## config.mk

```make
export PLATFORM = sky130hd
export DESIGN_NAME = cascaded_pid_motor_duty_core
export DESIGN_NICKNAME = d
export VERILOG_FILES = /design/src/design/cpmd_pkg.sv /design/src/design/cascaded_pid_motor_duty_core.sv /design/src/design/cpmd_mul.sv /design/src/design/cpmd_div.sv
export VERILOG_INCLUDE_DIRS = /design/src /design/src/design
export SDC_FILE = /design/constraint.sdc
export NUM_CORES = 2
export LEC_CHECK = 0
export BUFFER_PORTS_ARGS = -buffer_cell sky130_fd_sc_hd__buf_4
export CORE_UTILIZATION = 53
export DETAILED_ROUTE_END_ITERATION = 12
export PLACE_DENSITY = 0.77
export SLEW_MARGIN = 20
export SYNTH_ARGS = -nofsm -noshare
export SYNTH_HDL_FRONTEND = slang
export SYNTH_SLANG_ARGS = --single-unit
```

## constraint.sdc

```tcl
create_clock -name clk_i -period 12.3 [get_ports clk_i]
set_input_delay 2.46 -clock clk_i [delete_from_list [all_inputs] [get_ports clk_i]]
set_output_delay 2.46 -clock clk_i [all_outputs]
set_load 0.005 [all_outputs]
```

## src/design/assert_macros.svh

```systemverilog
// Assertion macros shared by the controller RTL.
// Needs clk_i and rst_ni in the scope that uses them.
`ifndef ASSERT_MACROS_SVH
`define ASSERT_MACROS_SVH

// Check a property on every rising clock edge outside reset.
`define ASSERT_CLK(label, prop, msg) \
  label: assert property (@(posedge clk_i) disable iff (!rst_ni) (prop)) else $error(msg);

// Check a property that also holds while reset is asserted.
`define ASSERT_ALWAYS(label, prop, msg) \
  label: assert property (@(posedge clk_i) (prop)) else $error(msg);

`endif

```

## src/design/cpmd_pkg.sv

```systemverilog
// Package for the cascaded PID duty core: constants, codes and shared types.
// No dependencies.
package cpmd_pkg;

  localparam int GAIN_FRAC = 32;
  localparam int SH_TERM   = GAIN_FRAC - 15;
  localparam int SH_INTEG  = GAIN_FRAC + 20 - 15;

  localparam int MA_W = 48;
  localparam int MB_W = 32;
  localparam int MP_W = MA_W + MB_W;
  localparam int DN_W = 57;
  localparam int DD_W = 20;
  localparam int DC_W = $clog2(DN_W + 1);

  localparam logic signed [47:0] INTEG_LIMIT  = 48'sd10000000000000;
  localparam logic [19:0]        USEC_PER_SEC = 20'd1000000;
  localparam logic [47:0]        TERM_SAT     = 48'h8000_0000_0000;
  localparam logic signed [51:0] SUM_SAT      = 52'sh00100_0000_0000;

  typedef enum logic [2:0] {
    CFG_POS_P    = 3'd0,
    CFG_POS_I    = 3'd1,
    CFG_VEL_P    = 3'd2,
    CFG_VEL_D    = 3'd3,
    CFG_ACCEL_FF = 3'd4,
    CFG_FLOOR    = 3'd5,
    CFG_CEILING  = 3'd6,
    CFG_NOMINAL  = 3'd7
  } cfg_idx_e;

  typedef enum logic [3:0] {
    S_IDLE,
    S_INT_MUL,
    S_INT_WAIT,
    S_DV_MUL,
    S_DV_WAIT,
    S_DV_DIV,
    S_TERM_MUL,
    S_TERM_WAIT,
    S_TERM_ACC,
    S_SAT,
    S_SC_MUL,
    S_SC_WAIT,
    S_SC_DIV,
    S_CLAMP,
    S_EMIT
  } state_e;

  typedef struct packed {
    logic            start;
    logic [MA_W-1:0] a;
    logic [MB_W-1:0] b;
  } mul_req_t;

  typedef struct packed {
    logic            start;
    logic [DN_W-1:0] num;
    logic [DD_W-1:0] den;
  } div_req_t;

endpackage

```

## src/design/cascaded_pid_motor_duty_core.sv

```systemverilog
// Cascaded position/velocity PID duty core: sequencer, state and datapath.
// Depends on cpmd_pkg, cpmd_mul, cpmd_div and assert_macros.svh.
//
//  channel | direction | handshake             | payload
//  in      | input     | in_valid_i/in_ready_o | restart_i .. bus_mv_i
//  out     | output    | out_valid_o/out_ready_i | duty_o
//  cfg     | input     | cfg_we_i              | cfg_idx_i, cfg_data_i
//
// A sample with bus compensation runs eight multiplies, two divides
// (velocity derivative and compensation) and the sequencer steps.
// Without compensation one multiply and one divide fewer; a zero time step
// goes straight to emit. While the output register stays full, the sequencer waits in emit.
// in_ready_o is high only in the idle state; one finished result may wait
// in the output register while the next sample is worked on.
// Reset restores the register defaults and clears integrator and history.
`include "assert_macros.svh"

module cascaded_pid_motor_duty_core (
  input  logic               clk_i,
  input  logic               rst_ni,
  input  logic               cfg_we_i,
  input  logic [2:0]         cfg_idx_i,
  input  logic [31:0]        cfg_data_i,
  input  logic               in_valid_i,
  output logic               in_ready_o,
  input  logic               restart_i,
  input  logic signed [31:0] pos_target_i,
  input  logic signed [23:0] vel_target_i,
  input  logic signed [31:0] accel_target_i,
  input  logic signed [31:0] pos_measured_i,
  input  logic signed [23:0] vel_measured_i,
  input  logic [19:0]        step_us_i,
  input  logic [15:0]        bus_mv_i,
  output logic               out_valid_o,
  input  logic               out_ready_i,
  output logic signed [15:0] duty_o
);

  localparam logic [80:0] HALF_TERM  = 81'd1 << (cpmd_pkg::SH_TERM - 1);
  localparam logic [80:0] HALF_INTEG = 81'd1 << (cpmd_pkg::SH_INTEG - 1);

  cpmd_pkg::state_e state_q, state_d;

  // configuration
  logic signed [31:0] gpp_q, gpi_q, gvp_q, gvd_q, gff_q;
  logic signed [15:0] floor_q, ceil_q;
  logic [15:0]        nominal_q;

  // sample and state
  logic signed [31:0] pt_q, at_q, pm_q;
  logic signed [23:0] vt_q, vm_q;
  logic [19:0]        step_q;
  logic [15:0]        bus_q;
  logic signed [47:0] integ_q;
  logic signed [23:0] last_vel_q;
  logic               first_q;
  logic [47:0]        dvel_mag_q;
  logic               dvel_neg_q;
  logic [2:0]         idx_q;
  logic [47:0]        term_q;
  logic               term_neg_q;
  logic signed [51:0] sum_q;
  logic signed [57:0] scaled_q;
  logic signed [15:0] res_q, duty_q;
  logic               out_valid_q;

  // shared units
  cpmd_pkg::mul_req_t             mul_req;
  cpmd_pkg::div_req_t             div_req;
  logic                           mul_done, div_done;
  logic [cpmd_pkg::MP_W-1:0]      mp;
  logic [cpmd_pkg::DN_W-1:0]      dq;

  cpmd_mul u_mul (
    .clk_i  (clk_i),
    .rst_ni (rst_ni),
    .req_i  (mul_req),
    .done_o (mul_done),
    .prod_o (mp)
  );

  cpmd_div u_div (
    .clk_i  (clk_i),
    .rst_ni (rst_ni),
    .req_i  (div_req),
    .done_o (div_done),
    .quot_o (dq)
  );

  // errors and magnitudes
  logic signed [32:0] pos_err, acc_ext;
  logic signed [24:0] vel_err, dv;
  logic [32:0]        pe_mag, acc_mag;
  logic [24:0]        ve_mag, dv_mag;
  logic [47:0]        integ_mag;
  logic [51:0]        sum_mag;

  assign pos_err   = {pt_q[31], pt_q} - {pm_q[31], pm_q};
  assign vel_err   = {vt_q[23], vt_q} - {vm_q[23], vm_q};
  assign dv        = {vm_q[23], vm_q} - {last_vel_q[23], last_vel_q};
  assign acc_ext   = {at_q[31], at_q};
  assign pe_mag    = pos_err[32] ? (33'd0 - pos_err) : pos_err;
  assign acc_mag   = acc_ext[32] ? (33'd0 - acc_ext) : acc_ext;
  assign ve_mag    = vel_err[24] ? (25'd0 - vel_err) : vel_err;
  assign dv_mag    = dv[24] ? (25'd0 - dv) : dv;
  assign integ_mag = integ_q[47] ? (48'd0 - integ_q) : integ_q;
  assign sum_mag   = sum_q[51] ? (52'd0 - sum_q) : sum_q;

  // integrator update with symmetric clamp
  logic [55:0]        ip_u;
  logic signed [55:0] ip_s, integ_sum, lim56;
  logic signed [47:0] integ_new;

  assign ip_u      = {1'b0, mp[54:0]};
  assign ip_s      = pos_err[32] ? (56'd0 - ip_u) : ip_u;
  assign integ_sum = {{8{integ_q[47]}}, integ_q} + ip_s;
  assign lim56     = {{8{cpmd_pkg::INTEG_LIMIT[47]}}, cpmd_pkg::INTEG_LIMIT};

  always_comb begin
    if (integ_sum > lim56) begin
      integ_new = cpmd_pkg::INTEG_LIMIT;
    end else if (integ_sum < -lim56) begin
      integ_new = -cpmd_pkg::INTEG_LIMIT;
    end else begin
      integ_new = integ_sum[47:0];
    end
  end

  // term operand selection
  logic signed [31:0] g_sel;
  logic [47:0]        v_sel;
  logic               vneg_sel;
  logic [31:0]        g_mag;

  always_comb begin
    unique case (idx_q)
      3'd0: begin
        g_sel = gpp_q; v_sel = {15'd0, pe_mag}; vneg_sel = pos_err[32];
      end
      3'd1: begin
        g_sel = gpi_q; v_sel = integ_mag; vneg_sel = integ_q[47];
      end
      3'd2: begin
        g_sel = gvp_q; v_sel = {23'd0, ve_mag}; vneg_sel = vel_err[24];
      end
      3'd3: begin
        g_sel = gvd_q; v_sel = dvel_mag_q; vneg_sel = dvel_neg_q;
      end
      default: begin
        g_sel = gff_q; v_sel = {15'd0, acc_mag}; vneg_sel = acc_ext[32];
      end
    endcase
  end

  assign g_mag = g_sel[31] ? (32'd0 - g_sel) : g_sel;

  // round half away from zero, saturate the magnitude
  logic [80:0] rnd, shr;
  logic [47:0] term_rnd;

  always_comb begin
    if (idx_q == 3'd1) begin
      rnd = {1'b0, mp} + HALF_INTEG;
      shr = rnd >> cpmd_pkg::SH_INTEG;
    end else begin
      rnd = {1'b0, mp} + HALF_TERM;
      shr = rnd >> cpmd_pkg::SH_TERM;
    end
    if ((|shr[80:48]) || (shr[47:0] > cpmd_pkg::TERM_SAT)) begin
      term_rnd = cpmd_pkg::TERM_SAT;
    end else begin
      term_rnd = shr[47:0];
    end
  end

  logic signed [51:0] term_s, sum_sat;
  assign term_s = term_neg_q ? (52'd0 - {4'd0, term_q}) : {4'd0, term_q};

  always_comb begin
    if (sum_q > cpmd_pkg::SUM_SAT) begin
      sum_sat = cpmd_pkg::SUM_SAT;
    end else if (sum_q < -cpmd_pkg::SUM_SAT) begin
      sum_sat = -cpmd_pkg::SUM_SAT;
    end else begin
      sum_sat = sum_q;
    end
  end

  // output clamp: ceiling first, floor last
  logic signed [57:0] ceil58, floor58, clamped;
  assign ceil58  = {{42{ceil_q[15]}}, ceil_q};
  assign floor58 = {{42{floor_q[15]}}, floor_q};

  always_comb begin
    clamped = scaled_q;
    if (clamped > ceil58) begin
      clamped = ceil58;
    end
    if (clamped < floor58) begin
      clamped = floor58;
    end
  end

  logic in_fire, out_free, comp_on;
  assign in_fire  = in_valid_i && in_ready_o;
  assign out_free = !out_valid_q || out_ready_i;
  assign comp_on  = (nominal_q != 16'd0) && (bus_q != 16'd0);

  // sequencer: next state and unit requests
  always_comb begin
    state_d       = state_q;
    in_ready_o    = 1'b0;
    mul_req       = '0;
    div_req       = '0;
    unique case (state_q)
      cpmd_pkg::S_IDLE: begin
        in_ready_o = 1'b1;
        if (in_valid_i) begin
          state_d = (step_us_i == 20'd0) ? cpmd_pkg::S_EMIT : cpmd_pkg::S_INT_MUL;
        end
      end
      cpmd_pkg::S_INT_MUL: begin
        mul_req.start = 1'b1;
        mul_req.a     = {15'd0, pe_mag};
        mul_req.b     = {12'd0, step_q};
        state_d       = cpmd_pkg::S_INT_WAIT;
      end
      cpmd_pkg::S_INT_WAIT: begin
        if (mul_done) begin
          state_d = cpmd_pkg::S_DV_MUL;
        end
      end
      cpmd_pkg::S_DV_MUL: begin
        mul_req.start = 1'b1;
        mul_req.a     = {23'd0, dv_mag};
        mul_req.b     = {12'd0, cpmd_pkg::USEC_PER_SEC};
        state_d       = cpmd_pkg::S_DV_WAIT;
      end
      cpmd_pkg::S_DV_WAIT: begin
        if (mul_done) begin
          div_req.start = 1'b1;
          div_req.num   = mp[cpmd_pkg::DN_W-1:0];
          div_req.den   = step_q;
          state_d       = cpmd_pkg::S_DV_DIV;
        end
      end
      cpmd_pkg::S_DV_DIV: begin
        if (div_done) begin
          state_d = cpmd_pkg::S_TERM_MUL;
        end
      end
      cpmd_pkg::S_TERM_MUL: begin
        mul_req.start = 1'b1;
        mul_req.a     = v_sel;
        mul_req.b     = g_mag;
        state_d       = cpmd_pkg::S_TERM_WAIT;
      end
      cpmd_pkg::S_TERM_WAIT: begin
        if (mul_done) begin
          state_d = cpmd_pkg::S_TERM_ACC;
        end
      end
      cpmd_pkg::S_TERM_ACC: begin
        state_d = (idx_q == 3'd4) ? cpmd_pkg::S_SAT : cpmd_pkg::S_TERM_MUL;
      end
      cpmd_pkg::S_SAT: begin
        state_d = comp_on ? cpmd_pkg::S_SC_MUL : cpmd_pkg::S_CLAMP;
      end
      cpmd_pkg::S_SC_MUL: begin
        mul_req.start = 1'b1;
        mul_req.a     = sum_mag[47:0];
        mul_req.b     = {16'd0, nominal_q};
        state_d       = cpmd_pkg::S_SC_WAIT;
      end
      cpmd_pkg::S_SC_WAIT: begin
        if (mul_done) begin
          div_req.start = 1'b1;
          div_req.num   = mp[cpmd_pkg::DN_W-1:0];
          div_req.den   = {4'd0, bus_q};
          state_d       = cpmd_pkg::S_SC_DIV;
        end
      end
      cpmd_pkg::S_SC_DIV: begin
        if (div_done) begin
          state_d = cpmd_pkg::S_CLAMP;
        end
      end
      cpmd_pkg::S_CLAMP: begin
        state_d = cpmd_pkg::S_EMIT;
      end
      cpmd_pkg::S_EMIT: begin
        if (out_free) begin
          state_d = cpmd_pkg::S_IDLE;
        end
      end
      default: begin
        state_d = cpmd_pkg::S_IDLE;
      end
    endcase
  end

  // state register and control flags
  always_ff @(posedge clk_i or negedge rst_ni) begin
    if (!rst_ni) begin
      state_q     <= cpmd_pkg::S_IDLE;
      out_valid_q <= 1'b0;
      integ_q     <= '0;
      last_vel_q  <= '0;
      first_q     <= 1'b1;
      gpp_q       <= 32'sd214748;
      gpi_q       <= '0;
      gvp_q       <= 32'sd12885;
      gvd_q       <= '0;
      gff_q       <= '0;
      floor_q     <= 16'sh8000;
      ceil_q      <= 16'sh7FFF;
      nominal_q   <= '0;
    end else begin
      state_q <= state_d;
      // hand over the finished item to the output register
      if (state_q == cpmd_pkg::S_EMIT && out_free) begin
        out_valid_q <= 1'b1;
      end else if (out_ready_i) begin
        out_valid_q <= 1'b0;
      end
      // restart clears history before the sample
      if (in_fire && restart_i) begin
        integ_q    <= '0;
        last_vel_q <= '0;
        first_q    <= 1'b1;
      end
      if (state_q == cpmd_pkg::S_INT_WAIT && mul_done) begin
        integ_q <= integ_new;
      end
      if (state_q == cpmd_pkg::S_DV_DIV && div_done) begin
        last_vel_q <= vm_q;
        first_q    <= 1'b0;
      end
      // register writes
      if (cfg_we_i) begin
        unique case (cpmd_pkg::cfg_idx_e'(cfg_idx_i))
          cpmd_pkg::CFG_POS_P:    gpp_q     <= cfg_data_i;
          cpmd_pkg::CFG_POS_I:    gpi_q     <= cfg_data_i;
          cpmd_pkg::CFG_VEL_P:    gvp_q     <= cfg_data_i;
          cpmd_pkg::CFG_VEL_D:    gvd_q     <= cfg_data_i;
          cpmd_pkg::CFG_ACCEL_FF: gff_q     <= cfg_data_i;
          cpmd_pkg::CFG_FLOOR:    floor_q   <= cfg_data_i[15:0];
          cpmd_pkg::CFG_CEILING:  ceil_q    <= cfg_data_i[15:0];
          cpmd_pkg::CFG_NOMINAL:  nominal_q <= cfg_data_i[15:0];
          default:                nominal_q <= nominal_q;
        endcase
      end
    end
  end

  // datapath registers
  always_ff @(posedge clk_i) begin
    if (in_fire) begin
      pt_q   <= pos_target_i;
      vt_q   <= vel_target_i;
      at_q   <= accel_target_i;
      pm_q   <= pos_measured_i;
      vm_q   <= vel_measured_i;
      step_q <= step_us_i;
      bus_q  <= bus_mv_i;
      sum_q  <= '0;
      idx_q  <= '0;
      res_q  <= '0;
    end
    if (state_q == cpmd_pkg::S_DV_DIV && div_done) begin
      dvel_mag_q <= first_q ? 48'd0 : dq[47:0];
      dvel_neg_q <= !dv[24] && (dv != 25'sd0);
    end
    if (state_q == cpmd_pkg::S_TERM_MUL) begin
      term_neg_q <= g_sel[31] ^ vneg_sel;
    end
    if (state_q == cpmd_pkg::S_TERM_WAIT && mul_done) begin
      term_q <= term_rnd;
    end
    if (state_q == cpmd_pkg::S_TERM_ACC) begin
      sum_q <= sum_q + term_s;
      idx_q <= idx_q + 3'd1;
    end
    if (state_q == cpmd_pkg::S_SAT) begin
      sum_q    <= sum_sat;
      scaled_q <= {{6{sum_sat[51]}}, sum_sat};
    end
    if (state_q == cpmd_pkg::S_SC_DIV && div_done) begin
      scaled_q <= sum_q[51] ? (58'd0 - {1'b0, dq}) : {1'b0, dq};
    end
    if (state_q == cpmd_pkg::S_CLAMP) begin
      res_q <= clamped[15:0];
    end
    if (state_q == cpmd_pkg::S_EMIT && out_free) begin
      duty_q <= res_q;
    end
  end

  assign out_valid_o = out_valid_q;
  assign duty_o      = duty_q;

  // checks on the sequencer
  `ASSERT_CLK(a_units_exclusive, !(mul_done && div_done), "mul and div done together")
  `ASSERT_CLK(a_busy_after_accept, in_fire |=> !in_ready_o, "accepted a second item")
  `ASSERT_CLK(a_zero_step_emit, in_fire && (step_us_i == 20'd0) |=> state_q == cpmd_pkg::S_EMIT,
    "zero step did not go straight to emit")

endmodule

```

## src/design/cpmd_mul.sv

```systemverilog
// Shared unsigned multiplier: 48 x 32 bits over two passes of a 48 x 16 array.
// Depends on cpmd_pkg.
module cpmd_mul (
  input  logic                      clk_i,
  input  logic                      rst_ni,
  input  cpmd_pkg::mul_req_t        req_i,
  output logic                      done_o,
  output logic [cpmd_pkg::MP_W-1:0] prod_o
);

  logic [cpmd_pkg::MA_W-1:0] a_q;
  logic [cpmd_pkg::MB_W-1:0] b_q;
  logic [cpmd_pkg::MP_W-1:0] acc_q;
  logic                      busy_q, phase_q, done_q;
  logic [15:0]               b_half;
  logic [63:0]               part;

  // pick the low half first, then the high half
  assign b_half = phase_q ? b_q[31:16] : b_q[15:0];
  assign part   = a_q * b_half;

  // control: two passes, then a one-cycle done pulse
  always_ff @(posedge clk_i or negedge rst_ni) begin
    if (!rst_ni) begin
      busy_q  <= 1'b0;
      phase_q <= 1'b0;
      done_q  <= 1'b0;
    end else begin
      done_q <= 1'b0;
      if (req_i.start) begin
        busy_q  <= 1'b1;
        phase_q <= 1'b0;
      end else if (busy_q) begin
        phase_q <= 1'b1;
        if (phase_q) begin
          busy_q <= 1'b0;
          done_q <= 1'b1;
        end
      end
    end
  end

  // operands and accumulator
  always_ff @(posedge clk_i) begin
    if (req_i.start) begin
      a_q <= req_i.a;
      b_q <= req_i.b;
    end else if (busy_q) begin
      if (phase_q) begin
        acc_q <= acc_q + {part, 16'd0};
      end else begin
        acc_q <= {16'd0, part};
      end
    end
  end

  assign done_o = done_q;
  assign prod_o = acc_q;

endmodule

```

## src/design/cpmd_div.sv

```systemverilog
// Restoring divider, one quotient bit a cycle, 57-bit dividend by 20-bit divisor.
// Depends on cpmd_pkg.
module cpmd_div (
  input  logic                      clk_i,
  input  logic                      rst_ni,
  input  cpmd_pkg::div_req_t        req_i,
  output logic                      done_o,
  output logic [cpmd_pkg::DN_W-1:0] quot_o
);

  logic [cpmd_pkg::DN_W-1:0] quo_q;
  logic [cpmd_pkg::DD_W-1:0] den_q;
  logic [cpmd_pkg::DD_W-1:0] rem_q;
  logic [cpmd_pkg::DC_W-1:0] cnt_q;
  logic                      busy_q, done_q;
  logic [cpmd_pkg::DD_W:0]   shifted;
  logic [cpmd_pkg::DD_W:0]   trial;

  // shift in the next dividend bit and try the subtraction
  assign shifted = {rem_q, quo_q[cpmd_pkg::DN_W-1]};
  assign trial   = shifted - {1'b0, den_q};

  always_ff @(posedge clk_i or negedge rst_ni) begin
    if (!rst_ni) begin
      busy_q <= 1'b0;
      done_q <= 1'b0;
      cnt_q  <= '0;
    end else begin
      done_q <= 1'b0;
      if (req_i.start) begin
        busy_q <= 1'b1;
        cnt_q  <= cpmd_pkg::DC_W'(cpmd_pkg::DN_W);
      end else if (busy_q) begin
        cnt_q <= cnt_q - 1'b1;
        if (cnt_q == cpmd_pkg::DC_W'(1)) begin
          busy_q <= 1'b0;
          done_q <= 1'b1;
        end
      end
    end
  end

  // dividend and quotient share the shift register
  always_ff @(posedge clk_i) begin
    if (req_i.start) begin
      quo_q <= req_i.num;
      den_q <= req_i.den;
      rem_q <= '0;
    end else if (busy_q) begin
      if (trial[cpmd_pkg::DD_W]) begin
        rem_q <= shifted[cpmd_pkg::DD_W-1:0];
        quo_q <= {quo_q[cpmd_pkg::DN_W-2:0], 1'b0};
      end else begin
        rem_q <= trial[cpmd_pkg::DD_W-1:0];
        quo_q <= {quo_q[cpmd_pkg::DN_W-2:0], 1'b1};
      end
    end
  end

  assign done_o = done_q;
  assign quot_o = quo_q;

endmodule
```

### Word level (Yosys, flattened, before mapping)

Cells that the tools add are included.

| word-level totals | value |
|---|---|
| word-level logic and storage cells | 223 |
| output and inout port bits | 18 |
| bits in registers | 977 |
| input port bits | 221 |

| cells by class | value |
|---|---|
| reduce and logical (&&, ||, !) cells | 40 |
| add/subtract/negate cells | 21 |
| bitwise operators | 2 |
| mux-type cells | 76 |
| magnitude comparators | 7 |
| $mul | 1 |
| equality and inequality tests | 34 |

Operator list:

| operator | count |
|---|---|
| $pmux 81 s4 | 1 |
| $mux 52 | 6 |
| $mux 48 | 6 |
| $mux 58 | 4 |
| $pmux 48 s4 | 1 |
| $mux 78 | 2 |
| $pmux 78 s2 | 1 |
| $mux 64 | 2 |
| $pmux 32 s4 | 1 |
| $mux 57 | 2 |
| $sub 1x48->48 const A | 2 |
| $add 80x17->81 const B | 1 |
| $add 80x37->81 const B | 1 |
| $add 80x80->80 | 1 |
| $mux 33 | 2 |
| $mul 48x16->64 | 1 |
| $mux 16 | 4 |
| $pmux 4 s15 | 1 |
| $gt 58x16->1 | 1 |
| $lt 58x16->1 | 1 |
| $sub 1x57->58 const A | 1 |
| $add 56x56->56 | 1 |
| $gt 56x45->1 const B | 1 |
| $lt 56x45->1 const B | 1 |
| 50 further kinds | 136 |

### Longest topological paths before layout

| logic depth | value |
|---|---|
| depth after elaboration | 7 |
| gate-level depth with buffers | 42 |
| mapped depth without buffers | 39 |

### Cells and area by module

A second synthesis with hierarchy kept.

| second synthesis, totals | value |
|---|---|
| cell total of the unflattened synthesis | 9984 |
| area, all modules | 93085.5 µm² |

Modules (own cells, without submodules):

| module | area an instance (µm²) | seq. area each (µm²) | times used | cells each |
|---|---|---|---|---|
| cascaded_pid_motor_duty_core | 53940.5 | 19901.6 | 1 | 5834 |
| cpmd_mul | 33684.8 | 4879.7 | 1 | 3683 |
| cpmd_div | 5460.2 | 2912.8 | 1 | 467 |

### Least setup slack after synthesis

OpenSTA, ideal clock, no wires.

| timing | value |
|---|---|
| kind | flip-flop to flip-flop |
| from | reg u_mul.phase_q |
| to | reg u_mul.acc_q (netlist bit u_mul.prod_o[78]), data pin |
| clock period less this slack | 9.919 ns |
| cell stages (with the launch flop) | 40 |
| path buffers | 4 |
| required time | 12.037 ns |
| data arrival time | 9.656 ns |
| library setup time | 0.263 ns |
| path slack | 2.381 ns |
| cells stage by stage | dfrtp_1 buf_1 clkbuf_1 mux2_2 clkbuf_1 and2_1 fa_1 inv_1 fa_1 fa_1 inv_1 fa_1 fa_1 inv_1 fa_1 inv_1 ha_1 a21o_1 (+4 left out) a21o_1 a21o_1 a211oi_1 o31ai_1 a311oi_1 xnor2_1 ha_1 clkbuf_1 nand4_1 o21ai_0 nand2b_1 and4_1 a21bo_2 o21ai_0 o31ai_1 o21ai_0 a41oi_1 mux2i_1 |

| between the ends | value |
|---|---|
| longest elaborated chain between the ends | 3 |

RTL lines:

| item | line | RTL |
|---|---|---|
| start, declared | cpmd_mul.sv:14 | `logic busy_q, phase_q, done_q;` |
| start signal, assigned | cpmd_mul.sv:26 | `phase_q <= 1'b0;` |
| start signal, assigned | cpmd_mul.sv:32 | `phase_q <= 1'b0;` |
| start signal, assigned | cpmd_mul.sv:34 | `phase_q <= 1'b1;` |
| $mux 16 | cpmd_mul.sv:19 | `assign b_half = phase_q ? b_q[31:16] : b_q[15:0];` |
| $mul 48x16->64 | cpmd_mul.sv:20 | `assign part = a_q * b_half;` |
| $add 80x80->80 | cpmd_mul.sv:50 | `acc_q <= acc_q + {part, 16'd0};` |
| end signal, assigned | cpmd_mul.sv:50 |  |
| end signal, assigned | cpmd_mul.sv:52 | `acc_q <= {16'd0, part};` |
| end, declared | cpmd_mul.sv:13 | `logic [cpmd_pkg::MP_W-1:0] acc_q;` |

Parallel ways exist; a longest one is shown, timed or not.
A chain may end at the register's enable or synchronous reset.

### Final worst setup path

Same ends and word-level chain as after synthesis.

==> results.toml <==
[run_status]
outcome = "finished clean"

[timing]
final_min_period_over_clock_period_pct = 91.7
finalSetupViolations = 0
grt_setup_unrepaired = "false"
report.final.slew_viol_count = 0
layout_min_cycle_time_ns = 11.28
tightest_slew_ns = 1.22
slew_headroom_pct = 17.9
clock.fmax_mhz = 88.7
worst_clock_skew_ns = 0.0672
tns_ns = 0
timing.final.hold_violations = 0

[critical_path]
timing.critical_path.mode_cell = "fa_1"
timing.critical_path.slowest_cell_delay_ns = 0.64
endpoint_kind = "flip-flop"
worst_setup_path_start_kind = "flip-flop"
arrival_time_reported_for_the_critical_path_endpoint_ns = 11.74
regToRegSetupSlack_ns = 1.02
r2r-start = "u_mul.phase_q"
reg2reg_to = "u_mul.prod_o[78]"
crit_path_max_fanout = 25
worstRegToRegCells = 38
worst-endpoint-required_ns = 12.76
critical_path_class = "reg2reg"
critPathSlowestCell = "o31ai_1"

[drt]
wl_per_cell_um = 25.5
detailedRoute.firstIterationViolations = 9084
detail_route_antenna_nets = 0
routed_wire_length_mm = 316
drt-pass1-iter-count = 9
viasPerCell = 6.33
dr_total_vias = 78300
drt_drc_violations_left = 0

[final_layout]
layout.cells.most_common_list = "1,289 x nand2_1, 969 x inv_1, 660 x edfxtp_1, 649 x fa_1, 593 x o21ai_0"
layout_commonest_cell = "nand2_1"
layout-drive-gt1-share_pct = 9.40
design.final.nets = 11400
flow.area_growth_from_synthesis_pct = 8.51

[synthesis]
post_synth_inst_count = 9959
average_instance_area_after_synthesis_um2 = 9.24
area_fraction_in_compound_gates_after_synthesis_pct = 15.8
synth_nets = 11400
synth.yosys.warnings = 0
syn_area_um2 = 92000
number_of_storage_elements_in_the_synthesis_netlist = 977
synth_cell_types = 103
synthesized_area_fraction_occupied_by_adder_cells_pct = 21.6
synthArstFlopShare_pct = 30.4
synth_top_flop_cell = "edfxtp_1"
ys_seq_area_share_pct = 30.1
synthSimpleGateAreaFrac_pct = 15.8
synth.area.mux_share_pct = 3.60
synth_top_family_by_area = "adder cells"
post_synthesis_xor_xnor_area_fraction_pct = 7.09
synth_edf_count = 660

[clock_tree]
tritoncts.num_buffers = 107
ctsLongestPathBuffers = 3
clkTransAtPathRegs_ns = 0.06
post_cts_hold_buffer_count = 0
htree_levels = 3
cts-root-buf = "clkbuf_16"
insertion_delay_ns = 0.77
cts.repair_timing.setup_buffer_count = 0
numClockSinks = 977
post_cts.resized_instances = 0
cts_tree = "yes"

[global_route]
maximum_number_of_pins_on_one_net_before_global_route_repair = 99
globalRoute.totalOverflow = 0
grt_antenna_before_repair = 32
grt_util_all_layers_pct = 35.9
grt_pass1_vias = 76800
grt_pass1_wl_mm = 476

[placed_design]
routabilityCongestion = 1.05
hpwlAfterDp_mm = 244
place.port_buffers = 238

[power_and_ir_drop]
power.share.clock_pct = 41.6
p_int_mw = 6.16
fraction_of_power_consumed_by_sequential_logic_pct = 44.9
netSwitchingPower_mw = 2.18
combinationalPowerShare_pct = 13.5
p_leak_nw = 42.9
switching_share_pct = 26.2
fin_total_pwr_mw = 8.34
power.density_nw_per_um2 = 83.6
peakVddDrop_mv = 0.113

[die]
die-area_um2 = 175000
fp-row-count = 152
fp.dieW_um = 419
floorplan.die.height_um = 419
initial_core_util_pct = 53.5
io-pin-count = 239
fp.coreArea_um2 = 172000

[min_path]
holdCritPathClass = "reg2reg"
min_to = "duty_o[8]"
min_from = "res_q[8]"
min_delay_path_depth = 0

[job]
max_cap_viol_count = 0
flip-flops by register name, summed over array words and instances (netlist names), 48 cells and up:
signal,count
u_div.quot_o,57
u_mul.prod_o,80
scaled_q,58
u_mul.a_q,48
sum_q,52
dvel_mag_q,48
term_q,48
integ_q,48
per-stage QoR:
step / hold slack (ns) / utilization, % / std cells / setup WS [ns] / cell area (um2)
3_3_place_gp: 0.408 / 55.8 / 12200 / 1.46 / 96000
4_1_cts: 0.421 / 58.0 / 12400 / 1.09 / 99800
6_report: 0.420 / 58.1 / 12400 / 1.02 / 99800
5_1_grt: 0.426 / 58.0 / 12400 / 0.446 / 99800
3_5_place_dp: 0.405 / 55.8 / 12200 / 1.18 / 96000
2_1_floorplan: 0.400 / - / 9959 / 2.38 / 92000
synth_stat cells, types with 16 or more instances:
library cell | instances | area, um2
o211ai_1 | 44 | 330
nand3_1 | 185 | 926
a22o_1 | 37 | 324
or4_1 | 45 | 338
or3_1 | 82 | 513
mux2i_1 | 56 | 561
dfrtp_1 | 263 | 6580
xnor2_1 | 460 | 4030
xor2_1 | 280 | 2450
nor2b_1 | 112 | 701
a21oi_1 | 521 | 2610
a31oi_1 | 60 | 375
nand4_1 | 116 | 726
edfxtp_1 | 660 | 19800
dfxtp_1 | 20 | 400
and4_1 | 16 | 140
clkbuf_1 | 438 | 1640
fa_1 | 649 | 13000
o21a_1 | 48 | 360
nand2b_1 | 72 | 450
a221oi_1 | 31 | 272
o22ai_1 | 68 | 425
o41ai_1 | 40 | 350
nand2_1 | 1294 | 4860
o21ai_0 | 601 | 3010
a22oi_1 | 72 | 541
buf_1 | 23 | 86.3
mux2_2 | 244 | 2750
and2_1 | 315 | 1970
nor4_1 | 70 | 438
a211oi_1 | 49 | 368
a222oi_1 | 29 | 290
buf_2 | 18 | 90.1
a21o_1 | 297 | 2230
ha_1 | 552 | 6910
inv_1 | 973 | 3650
o221ai_1 | 18 | 158
nor3_1 | 108 | 541
nor2_1 | 432 | 1620
dfstp_2 | 34 | 893
o21bai_1 | 57 | 428
a21boi_0 | 28 | 210
o31ai_1 | 108 | 811
and3_1 | 70 | 438
or2_2 | 29 | 181
layer usage:
| metal | global-route usage, % | wire (um) |
|---|---|---|
| met1 | 48.8 | 127000 |
| met2 | 55.8 | 141000 |
| met3 | 7.60 | 33400 |
| met4 | 14.1 | 14700 |
| met5 | 0.361 | 306 |
layout make-up:
cell class | count | area [um2]
diodes | 8 | 20.0
clock buffers | 132 | 2900
clock inverters | 70 | 848
fillers | 14800 | 72100
inverters | 976 | 3670
multi-input cells | 7525 | 59000
flip-flops and latches | 977 | 27700
well taps | 2310 | 2890
repair buffers | 369 | 2800
worst max path at each step:
stage,cells after the start,start,end,slack (ns)
2_1_floorplan,39,u_mul.phase_q,u_mul.prod_o[78],2.38
4_1_cts,35,u_mul.phase_q,u_mul.prod_o[79],1.09
6_report,38,u_mul.phase_q,u_mul.prod_o[78],1.02
3_3_place_gp,38,u_mul.phase_q,u_mul.prod_o[78],1.46
5_1_grt,36,u_mul.phase_q,u_mul.prod_o[75],0.45
3_5_place_dp,35,u_mul.phase_q,u_mul.prod_o[79],1.18
worst max-delay path: cells and delay by family (launching register included):
kind,cells,cell delay (ns)
adder cells (fa/ha/maj),8,3.83
XOR/XNOR,1,0.23
multiplexers,2,0.68
buffers and inverters,5,0.98
AND/OR/NAND/NOR,5,0.79
AO/OA/AOI/OAI,17,3.92
flip-flops,1,0.53
power groups by stage:
stage          sequential (mW)  combinational (mW)  clock (mW)
6_report                  3.74                1.13        3.47
5_1_grt                   3.76                1.25        3.60
4_1_cts                   3.74                1.11        3.48
3_5_place_dp              3.81                1.10           0
3_3_place_gp              3.79                1.05           0
2_1_floorplan             3.78               0.778           0
logic make-up after synthesis:
family,Yosys count
AND/OR/NAND/NOR,3023
AO/OA/AOI/OAI,2259
buffers and inverters,1457
adder cells (fa/ha/maj),1201
flip-flops,977
XOR/XNOR,742
multiplexers,300
Note: power is estimated with default switching activity, not from simulation.
